### config.mk
export PLATFORM = sky130hd
export DESIGN_NAME = ps2_mouse_packet_decoder_flat
export DESIGN_NICKNAME = d
export VERILOG_FILES = /design/src/hdl/pmpd_pkg.sv /design/src/hdl/pmpd_if.sv /design/src/hdl/pmpd_assembler.sv /design/src/hdl/pmpd_cursor.sv /design/src/hdl/ps2_mouse_packet_decoder.sv /design/src/flat_wrapper.sv
export SDC_FILE = /design/constraint.sdc
export NUM_CORES = 1
export LEC_CHECK = 0
export BUFFER_PORTS_ARGS = -buffer_cell sky130_fd_sc_hd__buf_2
export CORE_ASPECT_RATIO = 1.4
export CORE_MARGIN = 2
export CORE_UTILIZATION = 39
export DETAILED_ROUTE_END_ITERATION = 8
export PLACE_DENSITY_LB_ADDON = 0.08
export SLEW_MARGIN = 25
export SYNTH_ARGS = -nofsm -noshare
export SYNTH_HDL_FRONTEND = slang
export SYNTH_SLANG_ARGS = --single-unit
### constraint.sdc
create_clock -name clock -period 11 [get_ports clock]
set_input_delay 1.1 -clock clock [delete_from_list [all_inputs] [get_ports clock]]
set_output_delay 1.1 -clock clock [all_outputs]
set_load 0.02 [all_outputs]
### src/hdl/pmpd_pkg.sv
`timescale 1ns / 1ps

package pmpd_pkg;

   // Header byte bit positions
   localparam int unsigned SYNC_POS   = 3;
   localparam int unsigned X_SIGN_POS = 4;
   localparam int unsigned Y_SIGN_POS = 5;
   localparam int unsigned X_OVF_POS  = 6;
   localparam int unsigned Y_OVF_POS  = 7;
   localparam int unsigned LEFT_POS   = 0;
   localparam int unsigned BTN_W      = 3;

   localparam int unsigned BYTE_W  = 8;
   localparam int unsigned COORD_W = 10;
   // signed sum of a coordinate and a 9-bit delta
   localparam int unsigned SUM_W   = COORD_W + 2;

   localparam logic [COORD_W-1:0] X_LIMIT_RESET = COORD_W'(312);
   localparam logic [COORD_W-1:0] Y_LIMIT_RESET = COORD_W'(192);
   localparam logic [COORD_W-1:0] POS_X_RESET   = COORD_W'(160);
   localparam logic [COORD_W-1:0] POS_Y_RESET   = COORD_W'(100);

   // Register file
   localparam int unsigned CSR_IDX_W = 4;
   localparam logic [CSR_IDX_W-1:0] CSR_X_LIMIT = CSR_IDX_W'(0);
   localparam logic [CSR_IDX_W-1:0] CSR_Y_LIMIT = CSR_IDX_W'(1);

   // Position of a byte inside a packet
   typedef enum logic [1:0] {
      IDX_HEADER = 2'd0,
      IDX_X_MOVE = 2'd1,
      IDX_Y_MOVE = 2'd2
   } pmpd_index_type;

   // Assembled packet, valid for one step when complete is set
   typedef struct packed {
      logic              complete;
      logic [BYTE_W-1:0] header;
      logic [BYTE_W-1:0] x_move;
      logic [BYTE_W-1:0] y_move;
   } pmpd_pkt_type;

   // Decoded result word
   typedef struct packed {
      logic [COORD_W-1:0] cursor_x;
      logic [COORD_W-1:0] cursor_y;
      logic [BTN_W-1:0]   button_bits;
      logic               left_pressed;
      logic               left_released;
      logic               moved;
   } pmpd_result_type;

endpackage

### src/hdl/pmpd_if.sv
`timescale 1ns / 1ps

// Byte channel from the mouse receiver
interface pmpd_req_if;
   import pmpd_pkg::*;
   logic              valid;
   logic              ready;
   logic [BYTE_W-1:0] byte_in;

   modport source (output valid, output byte_in, input ready);
   modport sink   (input valid, input byte_in, output ready);
endinterface

// Decoded packet channel
interface pmpd_rsp_if;
   import pmpd_pkg::*;
   logic               valid;
   logic               ready;
   logic [COORD_W-1:0] cursor_x;
   logic [COORD_W-1:0] cursor_y;
   logic [BTN_W-1:0]   button_bits;
   logic               left_pressed;
   logic               left_released;
   logic               moved;

   modport source (output valid, output cursor_x, output cursor_y, output button_bits,
                   output left_pressed, output left_released, output moved, input ready);
   modport sink   (input valid, input cursor_x, input cursor_y, input button_bits,
                   input left_pressed, input left_released, input moved, output ready);
endinterface

// Register write channel
interface pmpd_csr_if;
   import pmpd_pkg::*;
   logic                 valid;
   logic                 ready;
   logic [CSR_IDX_W-1:0] index;
   logic [COORD_W-1:0]   data;

   modport source (output valid, output index, output data, input ready);
   modport sink   (input valid, input index, input data, output ready);
endinterface

### src/hdl/pmpd_assembler.sv
`timescale 1ns / 1ps

module pmpd_assembler
   import pmpd_pkg::*;
(
   input  logic              clock,
   input  logic              reset,
   input  logic              step,
   input  logic [BYTE_W-1:0] byte_in,
   output pmpd_pkt_type      pkt
);

   pmpd_index_type    index_ff, index_in;
   logic [BYTE_W-1:0] header_ff, header_in;
   logic [BYTE_W-1:0] x_move_ff, x_move_in;

   // Byte position register
   always_ff @(posedge clock) begin
      if (reset) begin
         index_ff <= IDX_HEADER;
      end else if (step) begin
         index_ff <= index_in;
      end
   end

   // Held packet bytes
   always_ff @(posedge clock) begin
      if (step) begin
         header_ff <= header_in;
         x_move_ff <= x_move_in;
      end
   end

   // Next position and packet completion
   always_comb begin
      index_in     = index_ff;
      header_in    = header_ff;
      x_move_in    = x_move_ff;
      pkt.complete = 1'b0;
      pkt.header   = header_ff;
      pkt.x_move   = x_move_ff;
      pkt.y_move   = byte_in;
      unique case (index_ff)
         IDX_HEADER: begin
            // header without sync is dropped
            if (byte_in[SYNC_POS]) begin
               header_in = byte_in;
               index_in  = IDX_X_MOVE;
            end
         end
         IDX_X_MOVE: begin
            x_move_in = byte_in;
            index_in  = IDX_Y_MOVE;
         end
         default: begin
            pkt.complete = 1'b1;
            index_in     = IDX_HEADER;
         end
      endcase
   end

endmodule

### src/hdl/pmpd_cursor.sv
`timescale 1ns / 1ps

module pmpd_cursor
   import pmpd_pkg::*;
(
   input  logic               clock,
   input  logic               reset,
   input  logic               step,
   input  pmpd_pkt_type       pkt,
   input  logic [COORD_W-1:0] x_limit,
   input  logic [COORD_W-1:0] y_limit,
   output logic               emit,
   output pmpd_result_type    result
);

   logic [COORD_W-1:0] pos_x_ff, pos_y_ff;
   logic               last_left_ff;
   logic signed [SUM_W-1:0] dx, dy, sum_x, sum_y;
   logic [COORD_W-1:0] new_x, new_y;
   logic               left;

   // Packets with either overflow flag produce nothing
   assign emit = pkt.complete && !pkt.header[X_OVF_POS] && !pkt.header[Y_OVF_POS];

   // Sign-extend the 9-bit deltas, then move and clamp
   always_comb begin
      dx    = $signed({{(SUM_W-BYTE_W){pkt.header[X_SIGN_POS]}}, pkt.x_move});
      dy    = $signed({{(SUM_W-BYTE_W){pkt.header[Y_SIGN_POS]}}, pkt.y_move});
      sum_x = $signed({{(SUM_W-COORD_W){1'b0}}, pos_x_ff}) + dx;
      sum_y = $signed({{(SUM_W-COORD_W){1'b0}}, pos_y_ff}) - dy;
      priority if (sum_x[SUM_W-1]) begin
         new_x = '0;
      end else if (sum_x[SUM_W-2:0] > {1'b0, x_limit}) begin
         new_x = x_limit;
      end else begin
         new_x = sum_x[COORD_W-1:0];
      end
      priority if (sum_y[SUM_W-1]) begin
         new_y = '0;
      end else if (sum_y[SUM_W-2:0] > {1'b0, y_limit}) begin
         new_y = y_limit;
      end else begin
         new_y = sum_y[COORD_W-1:0];
      end
   end

   assign left = pkt.header[LEFT_POS];

   // Result word
   always_comb begin
      result.cursor_x      = new_x;
      result.cursor_y      = new_y;
      result.button_bits   = pkt.header[BTN_W-1:0];
      result.left_pressed  = left && !last_left_ff;
      result.left_released = !left && last_left_ff;
      // a sign flag with a zero byte still means movement
      result.moved         = (pkt.x_move != '0) || pkt.header[X_SIGN_POS] ||
                             (pkt.y_move != '0) || pkt.header[Y_SIGN_POS];
   end

   // Cursor and button history
   always_ff @(posedge clock) begin
      if (reset) begin
         pos_x_ff     <= POS_X_RESET;
         pos_y_ff     <= POS_Y_RESET;
         last_left_ff <= 1'b0;
      end else if (step && emit) begin
         pos_x_ff     <= new_x;
         pos_y_ff     <= new_y;
         last_left_ff <= left;
      end
   end

endmodule

### src/hdl/ps2_mouse_packet_decoder.sv
`timescale 1ns / 1ps

// PS/2 mouse packet decoder, three-byte protocol.
// req_if carries one raw mouse byte per word. Every third byte after a
// header with the sync bit set completes a packet; a packet without
// either overflow flag yields one word on rsp_if with the clamped cursor
// position, the buttons, left-button press/release pulses and a moved flag.
// csr_if writes x_limit (index 0) and y_limit (index 1); other indexes are
// ignored. It is always ready; write it only while the decoder is idle.
// Timing: an accepted byte sits in an input register and is decoded once the
// output register is free or draining; decoding the third byte of a packet
// puts its result word into the output register. One byte is accepted per
// cycle while rsp_if does not stall, set by the single decode stage between the registers.
// When rsp_if stalls, the output register holds its word and one more byte
// waits in the input register; req_if.ready then drops.
// Reset (synchronous) returns the limits to 312/192, the cursor to 160,100,
// clears the button history and restarts packet alignment at a header.
module ps2_mouse_packet_decoder
   import pmpd_pkg::*;
(
   input  logic       clock,
   input  logic       reset,
   pmpd_req_if.sink   req_if,
   pmpd_rsp_if.source rsp_if,
   pmpd_csr_if.sink   csr_if
);

   logic               in_valid_ff;
   logic [BYTE_W-1:0]  in_byte_ff;
   logic               out_valid_ff;
   pmpd_result_type    out_word_ff;
   logic [COORD_W-1:0] x_limit_ff, y_limit_ff;
   logic               step;
   logic               emit;
   pmpd_pkt_type       pkt;
   pmpd_result_type    result;

   // Decode moves ahead when the output slot is free or draining
   assign step         = in_valid_ff && (!out_valid_ff || rsp_if.ready);
   assign req_if.ready = !in_valid_ff || step;
   assign csr_if.ready = 1'b1;

   // Input register
   always_ff @(posedge clock) begin
      if (reset) begin
         in_valid_ff <= 1'b0;
      end else if (req_if.ready) begin
         in_valid_ff <= req_if.valid;
      end
   end

   always_ff @(posedge clock) begin
      if (req_if.valid && req_if.ready) begin
         in_byte_ff <= req_if.byte_in;
      end
   end

   // Limit registers
   always_ff @(posedge clock) begin
      if (reset) begin
         x_limit_ff <= X_LIMIT_RESET;
         y_limit_ff <= Y_LIMIT_RESET;
      end else if (csr_if.valid) begin
         if (csr_if.index == CSR_X_LIMIT) begin
            x_limit_ff <= csr_if.data;
         end
         if (csr_if.index == CSR_Y_LIMIT) begin
            y_limit_ff <= csr_if.data;
         end
      end
   end

   pmpd_assembler u_assembler (
      .clock   (clock),
      .reset   (reset),
      .step    (step),
      .byte_in (in_byte_ff),
      .pkt     (pkt)
   );

   pmpd_cursor u_cursor (
      .clock   (clock),
      .reset   (reset),
      .step    (step),
      .pkt     (pkt),
      .x_limit (x_limit_ff),
      .y_limit (y_limit_ff),
      .emit    (emit),
      .result  (result)
   );

   // Output register
   always_ff @(posedge clock) begin
      if (reset) begin
         out_valid_ff <= 1'b0;
      end else if (step && emit) begin
         out_valid_ff <= 1'b1;
      end else if (rsp_if.ready) begin
         out_valid_ff <= 1'b0;
      end
   end

   always_ff @(posedge clock) begin
      if (step && emit) begin
         out_word_ff <= result;
      end
   end

   assign rsp_if.valid         = out_valid_ff;
   assign rsp_if.cursor_x      = out_word_ff.cursor_x;
   assign rsp_if.cursor_y      = out_word_ff.cursor_y;
   assign rsp_if.button_bits   = out_word_ff.button_bits;
   assign rsp_if.left_pressed  = out_word_ff.left_pressed;
   assign rsp_if.left_released = out_word_ff.left_released;
   assign rsp_if.moved         = out_word_ff.moved;

endmodule

### src/flat_wrapper.sv
// flat-port wrapper written by rule: the top's interface ports become plain ports
module ps2_mouse_packet_decoder_flat import pmpd_pkg::*;
  (clock, reset, req_if_valid, req_if_byte_in, req_if_ready, rsp_if_valid, rsp_if_cursor_x, rsp_if_cursor_y, rsp_if_button_bits, rsp_if_left_pressed, rsp_if_left_released, rsp_if_moved, rsp_if_ready, csr_if_valid, csr_if_index, csr_if_data, csr_if_ready);
  pmpd_req_if req_if_i ();
  pmpd_rsp_if rsp_if_i ();
  pmpd_csr_if csr_if_i ();
  input  logic clock;
  input  logic reset;
  input wire logic [$bits(req_if_i.valid)-1:0] req_if_valid;
  input wire logic [$bits(req_if_i.byte_in)-1:0] req_if_byte_in;
  output wire logic [$bits(req_if_i.ready)-1:0] req_if_ready;
  output wire logic [$bits(rsp_if_i.valid)-1:0] rsp_if_valid;
  output wire logic [$bits(rsp_if_i.cursor_x)-1:0] rsp_if_cursor_x;
  output wire logic [$bits(rsp_if_i.cursor_y)-1:0] rsp_if_cursor_y;
  output wire logic [$bits(rsp_if_i.button_bits)-1:0] rsp_if_button_bits;
  output wire logic [$bits(rsp_if_i.left_pressed)-1:0] rsp_if_left_pressed;
  output wire logic [$bits(rsp_if_i.left_released)-1:0] rsp_if_left_released;
  output wire logic [$bits(rsp_if_i.moved)-1:0] rsp_if_moved;
  input wire logic [$bits(rsp_if_i.ready)-1:0] rsp_if_ready;
  input wire logic [$bits(csr_if_i.valid)-1:0] csr_if_valid;
  input wire logic [$bits(csr_if_i.index)-1:0] csr_if_index;
  input wire logic [$bits(csr_if_i.data)-1:0] csr_if_data;
  output wire logic [$bits(csr_if_i.ready)-1:0] csr_if_ready;
  assign req_if_i.valid = req_if_valid;
  assign req_if_i.byte_in = req_if_byte_in;
  assign req_if_ready = req_if_i.ready;
  assign rsp_if_valid = rsp_if_i.valid;
  assign rsp_if_cursor_x = rsp_if_i.cursor_x;
  assign rsp_if_cursor_y = rsp_if_i.cursor_y;
  assign rsp_if_button_bits = rsp_if_i.button_bits;
  assign rsp_if_left_pressed = rsp_if_i.left_pressed;
  assign rsp_if_left_released = rsp_if_i.left_released;
  assign rsp_if_moved = rsp_if_i.moved;
  assign rsp_if_i.ready = rsp_if_ready;
  assign csr_if_i.valid = csr_if_valid;
  assign csr_if_i.index = csr_if_index;
  assign csr_if_i.data = csr_if_data;
  assign csr_if_ready = csr_if_i.ready;
  ps2_mouse_packet_decoder u_core (.clock(clock), .reset(reset), .req_if(req_if_i), .rsp_if(rsp_if_i), .csr_if(csr_if_i));
endmodule
# Word level (Yosys, flattened, before mapping)
# Index checks and enable logic that the tools add are counted.
[totals]
ff_bits = 94
latch_bits = 0
mem_bits_rw = 0
romBits = 0
in_bits = 27
out_inout_bits = 29
elab_cells = 62
n_memories = 0
[classes]
addsub = 2
mul = 0
n_div = 0
order_cmp = 2
n_eq_ne = 3
shift = 0
n_mux = 9
bitwise = 0
n_reduce_logical = 29
[ops]
columns = ["cell", "count"]
rows = [
  ["two-way mux 10 bit", 4],
  ["greater-than comparator 11 x 10 -> 1 bit", 2],
  ["nonzero test 8 bit", 2],
  ["adder 11 x 9 -> 12 bit", 1],
  ["subtractor 11 x 9 -> 12 bit", 1],
  ["AND reduction 2 bit", 4],
  ["logical AND 1 bit", 7],
  ["logical NOT 1 bit", 6],
  ["logical OR 1 bit", 5],
  ["equality test 4 x 1 -> 1 bit (second input constant)", 1],
  ["logical NOT 4 bit", 1],
  ["one-hot mux 2 bit (2 select lines)", 1],
  ["two-way mux 1 bit", 3],
  ["AND reduction 3 bit", 1],
  ["equality test 2 x 1 -> 1 bit (second input constant)", 1],
  ["logical NOT 2 bit", 1],
  ["two-way mux 2 bit", 1],
  ["inequality test 2 x 1 -> 1 bit (second input constant)", 1],
  ["nonzero test 2 bit", 1],
  ["OR reduction 2 bit", 1],
]

# Longest topological paths before layout
[depth]
depth_word = 7
mapped_depth = 17
mapped_depth_nobuf = 16

# Modules after synthesis
# A second synthesis with hierarchy kept.
[hier_totals]
hier_cells = 510
hier_area_um2 = 5206.2
[by_module_without_submodules]
columns = ["module", "n_inst", "cells_per_inst", "area_per_inst_um2", "seq_area_each_um2"]
rows = [
  ["pmpd_cursor", 1, 342, 2607.5, 420.4],
  ["ps2_mouse_packet_decoder", 1, 133, 1981.9, 1461.4],
  ["pmpd_assembler", 1, 35, 616.8, 490.5],
]

# Worst setup path after synthesis
# No wires, ideal clock.
[synth_timing]
kind = "register -> register"
startpoint = "register u_core.in_byte_ff[1]"
endpoint = "register u_core.out_word_ff, in the netlist u_core.rsp_if.cursor_y[6], data pin"
arrival_time_ns = 3.224
path_slack_ns = 7.511
path_stages_with_launch = 15
path_buffers = 1
period_less_slack_ns = 3.489
cell_sequence = "edfxtp_1 -> inv_1 -> ha_1 -> nor2b_1 -> o31a_1 -> o41a_1 -> o41ai_2 -> xor2_1 -> ha_1 -> a21oi_1 -> a21oi_1 -> a21oi_2 -> buf_6 -> mux2i_1 -> nor2_1"
[synth_lines]
columns = ["item", "line", "text"]
rows = [
  ["start: declaration", "ps2_mouse_packet_decoder.sv:29", "logic [BYTE_W-1:0] in_byte_ff;"],
  ["start signal: assignment", "ps2_mouse_packet_decoder.sv:54", "in_byte_ff <= req_if.byte_in;"],
  ["end signal: assignment", "ps2_mouse_packet_decoder.sv:105", "out_word_ff <= result;"],
  ["end: declaration", "ps2_mouse_packet_decoder.sv:31", "pmpd_result_type out_word_ff;"],
]

==> metrics.md <==
| Metric | Value |
|---|---|
| Post-synth EDFFs | `49` |
| Root Driver | `clkbuf_16` |
| Final setup viols | `0` |
| Period minus WS final | `4.097 ns` |
| Die Footprint | `13970 um^2` |
| First-pass GRT wire length | `20.17 mm` |
| Number of antenna-violating nets in the routed design | `0` |
| Top post-synthesis cells by area | `edfxtp_1 (29%), dfxtp_1 (18%), ha_1 (10%), mux2i_1 (7.1%), nor2_1 (4.6%)` |
| Core Area | `12810 um^2` |
| CP Data Arrival Time | `4.20 ns` |
| Leading area contributor after synthesis | `edfxtp_1` |
| Max-Cap Viols | `0` |
| Most frequent cells in the layout | `nor2_1 (62), buf_2 (54), edfxtp_1 (49)` |
| Largest net degree at the start of global routing | `27` |
| Slew @ Worst Pin | `0.9298 ns` |
| RSZ-0062 raised after global routing | `no` |
| Slew Limit Fails | `0` |
| Gate power share | `10.8%` |
| Height of the die | `139.1 um` |
| DR pass1 iterations | `4` |
| Antenna violations before repair | `0` |
| Number of global-route vias before repair | `3778` |
| Ports | `56` |
| Grt total ovfl | `0` |
| Leakage | `2.390 nW` |
| Initial DRC count | `152` |
| Post-Synth Simple-Gate Area | `14.11%` |
| Xor/xnor share of the synthesized area | `2.585%` |
| Synth Area in Adders | `11.13%` |
| WL/cell | `18.17 um` |
| Post-CTS sizing | `0` |
| Post-Syn Instances | `483` |
| Top cell type's share of synthesized area | `28.95%` |
| Sw Share | `26.50%` |
| Layout Nets | `613` |
| Syn Area/Cell | `10.52 um^2` |
| Synth Area in Compound Gates | `13.88%` |
| Layout cells sized above 1 | `16.27%` |
| Switching power | `205.3 uW` |
| Sequential cell area | `2372 um^2` |
| Commonest non-fill, non-tap cell in the layout | `nor2_1` |
| Die X-Extent | `100.5 um` |
| FP Rows | `49` |
| Ratio of final minimum period to clock period | `37.24%` |
| Cell-internal power | `569.5 uW` |
| Syn nets | `554` |
| Yosys reg bits | `94` |
| CTS buffer count | `9` |
| CP Launch Type | `register` |
| CTS Hold Bufs | `0` |
| Power Total | `774.8 uW` |
| Largest family of logic cells by synthesized area | `simple AND/OR/NAND/NOR gates` |
| Mux contribution to synthesized area | `7.090%` |
| Worst Clk Skew | `0.01148 ns` |
| Mapped Area | `5082 um^2` |
| Worst EP required | `11.10 ns` |
| Area of the multi-input gates | `2489 um^2` |
| Routed wire length | `12.72 mm` |
| TritonCTS clock tree | `yes` |
| Total number of vias | `3740` |
| Sum Neg Setup Slack | `0 ns` |
| Peak VDD IR | `0.06377 mV` |
| IO buf count | `54` |
| Skew-Pair Late Insertion Delay | `0.35 ns` |
| DRC Markers | `0` |
| N_diodes | `0` |
| Dpl hpwl | `9.910 mm` |
| FFs w/ async S/R, synth | `0%` |
| Clock buffer depth | `2` |
| Worst Setup End Kind | `register` |
| Area Overhead vs Synth | `14.72%` |
| Distinct cells, synth | `58` |
| Min-Delay Path Class | `register to register` |
| Number of synthesis warnings | `0` |
| Fin. Hold Viols | `0` |
| CTS Sinks | `94` |
| # fillers | `1234` |
| Setup CP Type | `register to register` |
| Power density over the cells | `132.9 nW/um^2` |
| Initial core utilization | `39.66%` |
| Register area share after synthesis | `46.68%` |
| Placer Congestion | `0.8753` |
| DR vias/cell | `5.343` |
| Max_slew headroom | `37.44%` |
| Post-CTS Setup Inserts | `0` |
| Tot GR Track Use | `19.28%` |
| Clock network power share | `40.1%` |
| Clock-pin slew on the worst setup and hold paths | `0.08 ns` |
| CP Max Fanout | `10` |
| Sequential share of power | `49.1%` |
| Htree depth | `3` |
| Outcome | `finished, final reports clean` |
| Synth Flop Type | `edfxtp_1` |
| Fmax | `0.2441 GHz` |
==> kinds of logic (layout without fill, tap and decap cells) <==
| family | Yosys count | count (layout) |
|---|---|---|
| multiplexers | 36 | 36 |
| flip-flops | 94 | 94 |
| buffers and inverters | 54 | 118 |
| AND/OR/NAND/NOR | 147 | 147 |
| AO/OA/AOI/OAI | 92 | 92 |
| other | 1 | 1 |
| XOR/XNOR | 15 | 15 |
| adder cells (fa/ha/maj) | 44 | 44 |
==> worst max-delay path: stages (launching register included) <==
cell	delay, ns
edfxtp_1	0.37
ha_1	0.21
inv_1	0.07
fa_1	0.40
nor2b_1	0.18
o2111ai_1	0.16
a31oi_1	0.33
nor2_1	0.09
xnor2_1	0.30
ha_1	0.32
a21o_1	0.16
a21oi_1	0.18
nor2b_1	0.15
a221o_1	0.19
o2111ai_1	0.15
buf_4	0.23
mux2i_1	0.29
nor2_1	0.07
==> power groups by stage <==
| stage | Clock (mW) | Sequential [mW] | Combinational [mW] |
|---|---|---|---|
| final | 0.311 | 0.380 | 0.0838 |
| after global routing | 0.333 | 0.381 | 0.0942 |
| after CTS | 0.319 | 0.380 | 0.0849 |
| after detailed placement | 0 | 0.388 | 0.0843 |
| after global placement | 0 | 0.388 | 0.0839 |
| after floorplan | 0 | 0.386 | 0.0618 |
==> routing by layer <==
layer / share of wire (%) / vias to the layer above / track usage, %
li1: - / 1869 / -
met1: 39 / 1795 / 21.09
met2: 55 / 54 / 35.85
met3: 2.2 / 22 / 3.024
met4: 3.0 / 0 / 8.435
met5: 0 / - / 0
==> cell type report <==
cell class / instances / share of cell area [%]
clock buffers: 9 / 3.863
clock inverters: 7 / 1.373
inverters: 42 / 2.704
multi-input cells: 335 / 42.68
flip-flops and latches: 94 / 40.69
well taps: 153 / 3.283
repair buffers: 60 / 5.408
==> per-stage QoR <==
stage               hold WS [ns]  utilization, %  instances  cell area [um^2]  setup slack, ns
floorplan                 0.4003               -        483              5082            7.511
global placement          0.4049           43.08        684              5520            6.961
detailed placement        0.4227           43.12        684              5525            6.905
CTS                       0.4432           45.50        700              5831            6.884
global route              0.4590           45.50        700              5831            6.500
finish                    0.4477           45.50        700              5831            6.903
==> registers in the layout, indices dropped and copies added (netlist names), 2 cells and up <==
name                          flops
u_core.in_byte_ff                 8
u_core.rsp_if.button_bits         3
u_core.rsp_if.cursor_x           10
u_core.rsp_if.cursor_y           10
u_core.u_assembler.header_ff      7
u_core.u_assembler.index_ff       2
u_core.u_assembler.x_move_ff      8
u_core.u_cursor.pos_x_ff         10
u_core.u_cursor.pos_y_ff         10
u_core.x_limit_ff                10
u_core.y_limit_ff                10
==> cells in the mapped netlist, drive strengths merged (2+ instances only) <==
library cell	n
a2111oi	2
a211oi	6
a21o	4
a21oi	23
a22o	2
a31oi	2
and2	2
buf	5
clkbuf	7
dfxtp	45
edfxtp	49
fa	2
ha	42
inv	41
mux2i	36
nand2	29
nand2b	4
nand3	5
nand3b	2
nand4	5
nor2	63
nor2b	11
nor3	13
nor4	7
nor4b	2
o2111ai	4
o211ai	7
o21a	11
o21ai	6
o21bai	2
o31ai	15
xnor2	12
xor2	3
==> path summary, 6_finish.rpt <==
| path | start | depth (start not counted) | endpoint | slack, ns |
|---|---|---|---|---|
| max | u_core.u_assembler.x_move_ff[0] | 17 | u_core.rsp_if.cursor_x[8] | 6.90 |
| min | u_core.u_assembler.header_ff[2] | 0 | u_core.rsp_if.button_bits[2] | 0.45 |
| max reg2reg | u_core.u_assembler.x_move_ff[0] | 17 | u_core.rsp_if.cursor_x[8] | 6.90 |
| min reg2reg | u_core.u_assembler.header_ff[2] | 0 | u_core.rsp_if.button_bits[2] | 0.45 |
Power figures use the tool's default switching activity.
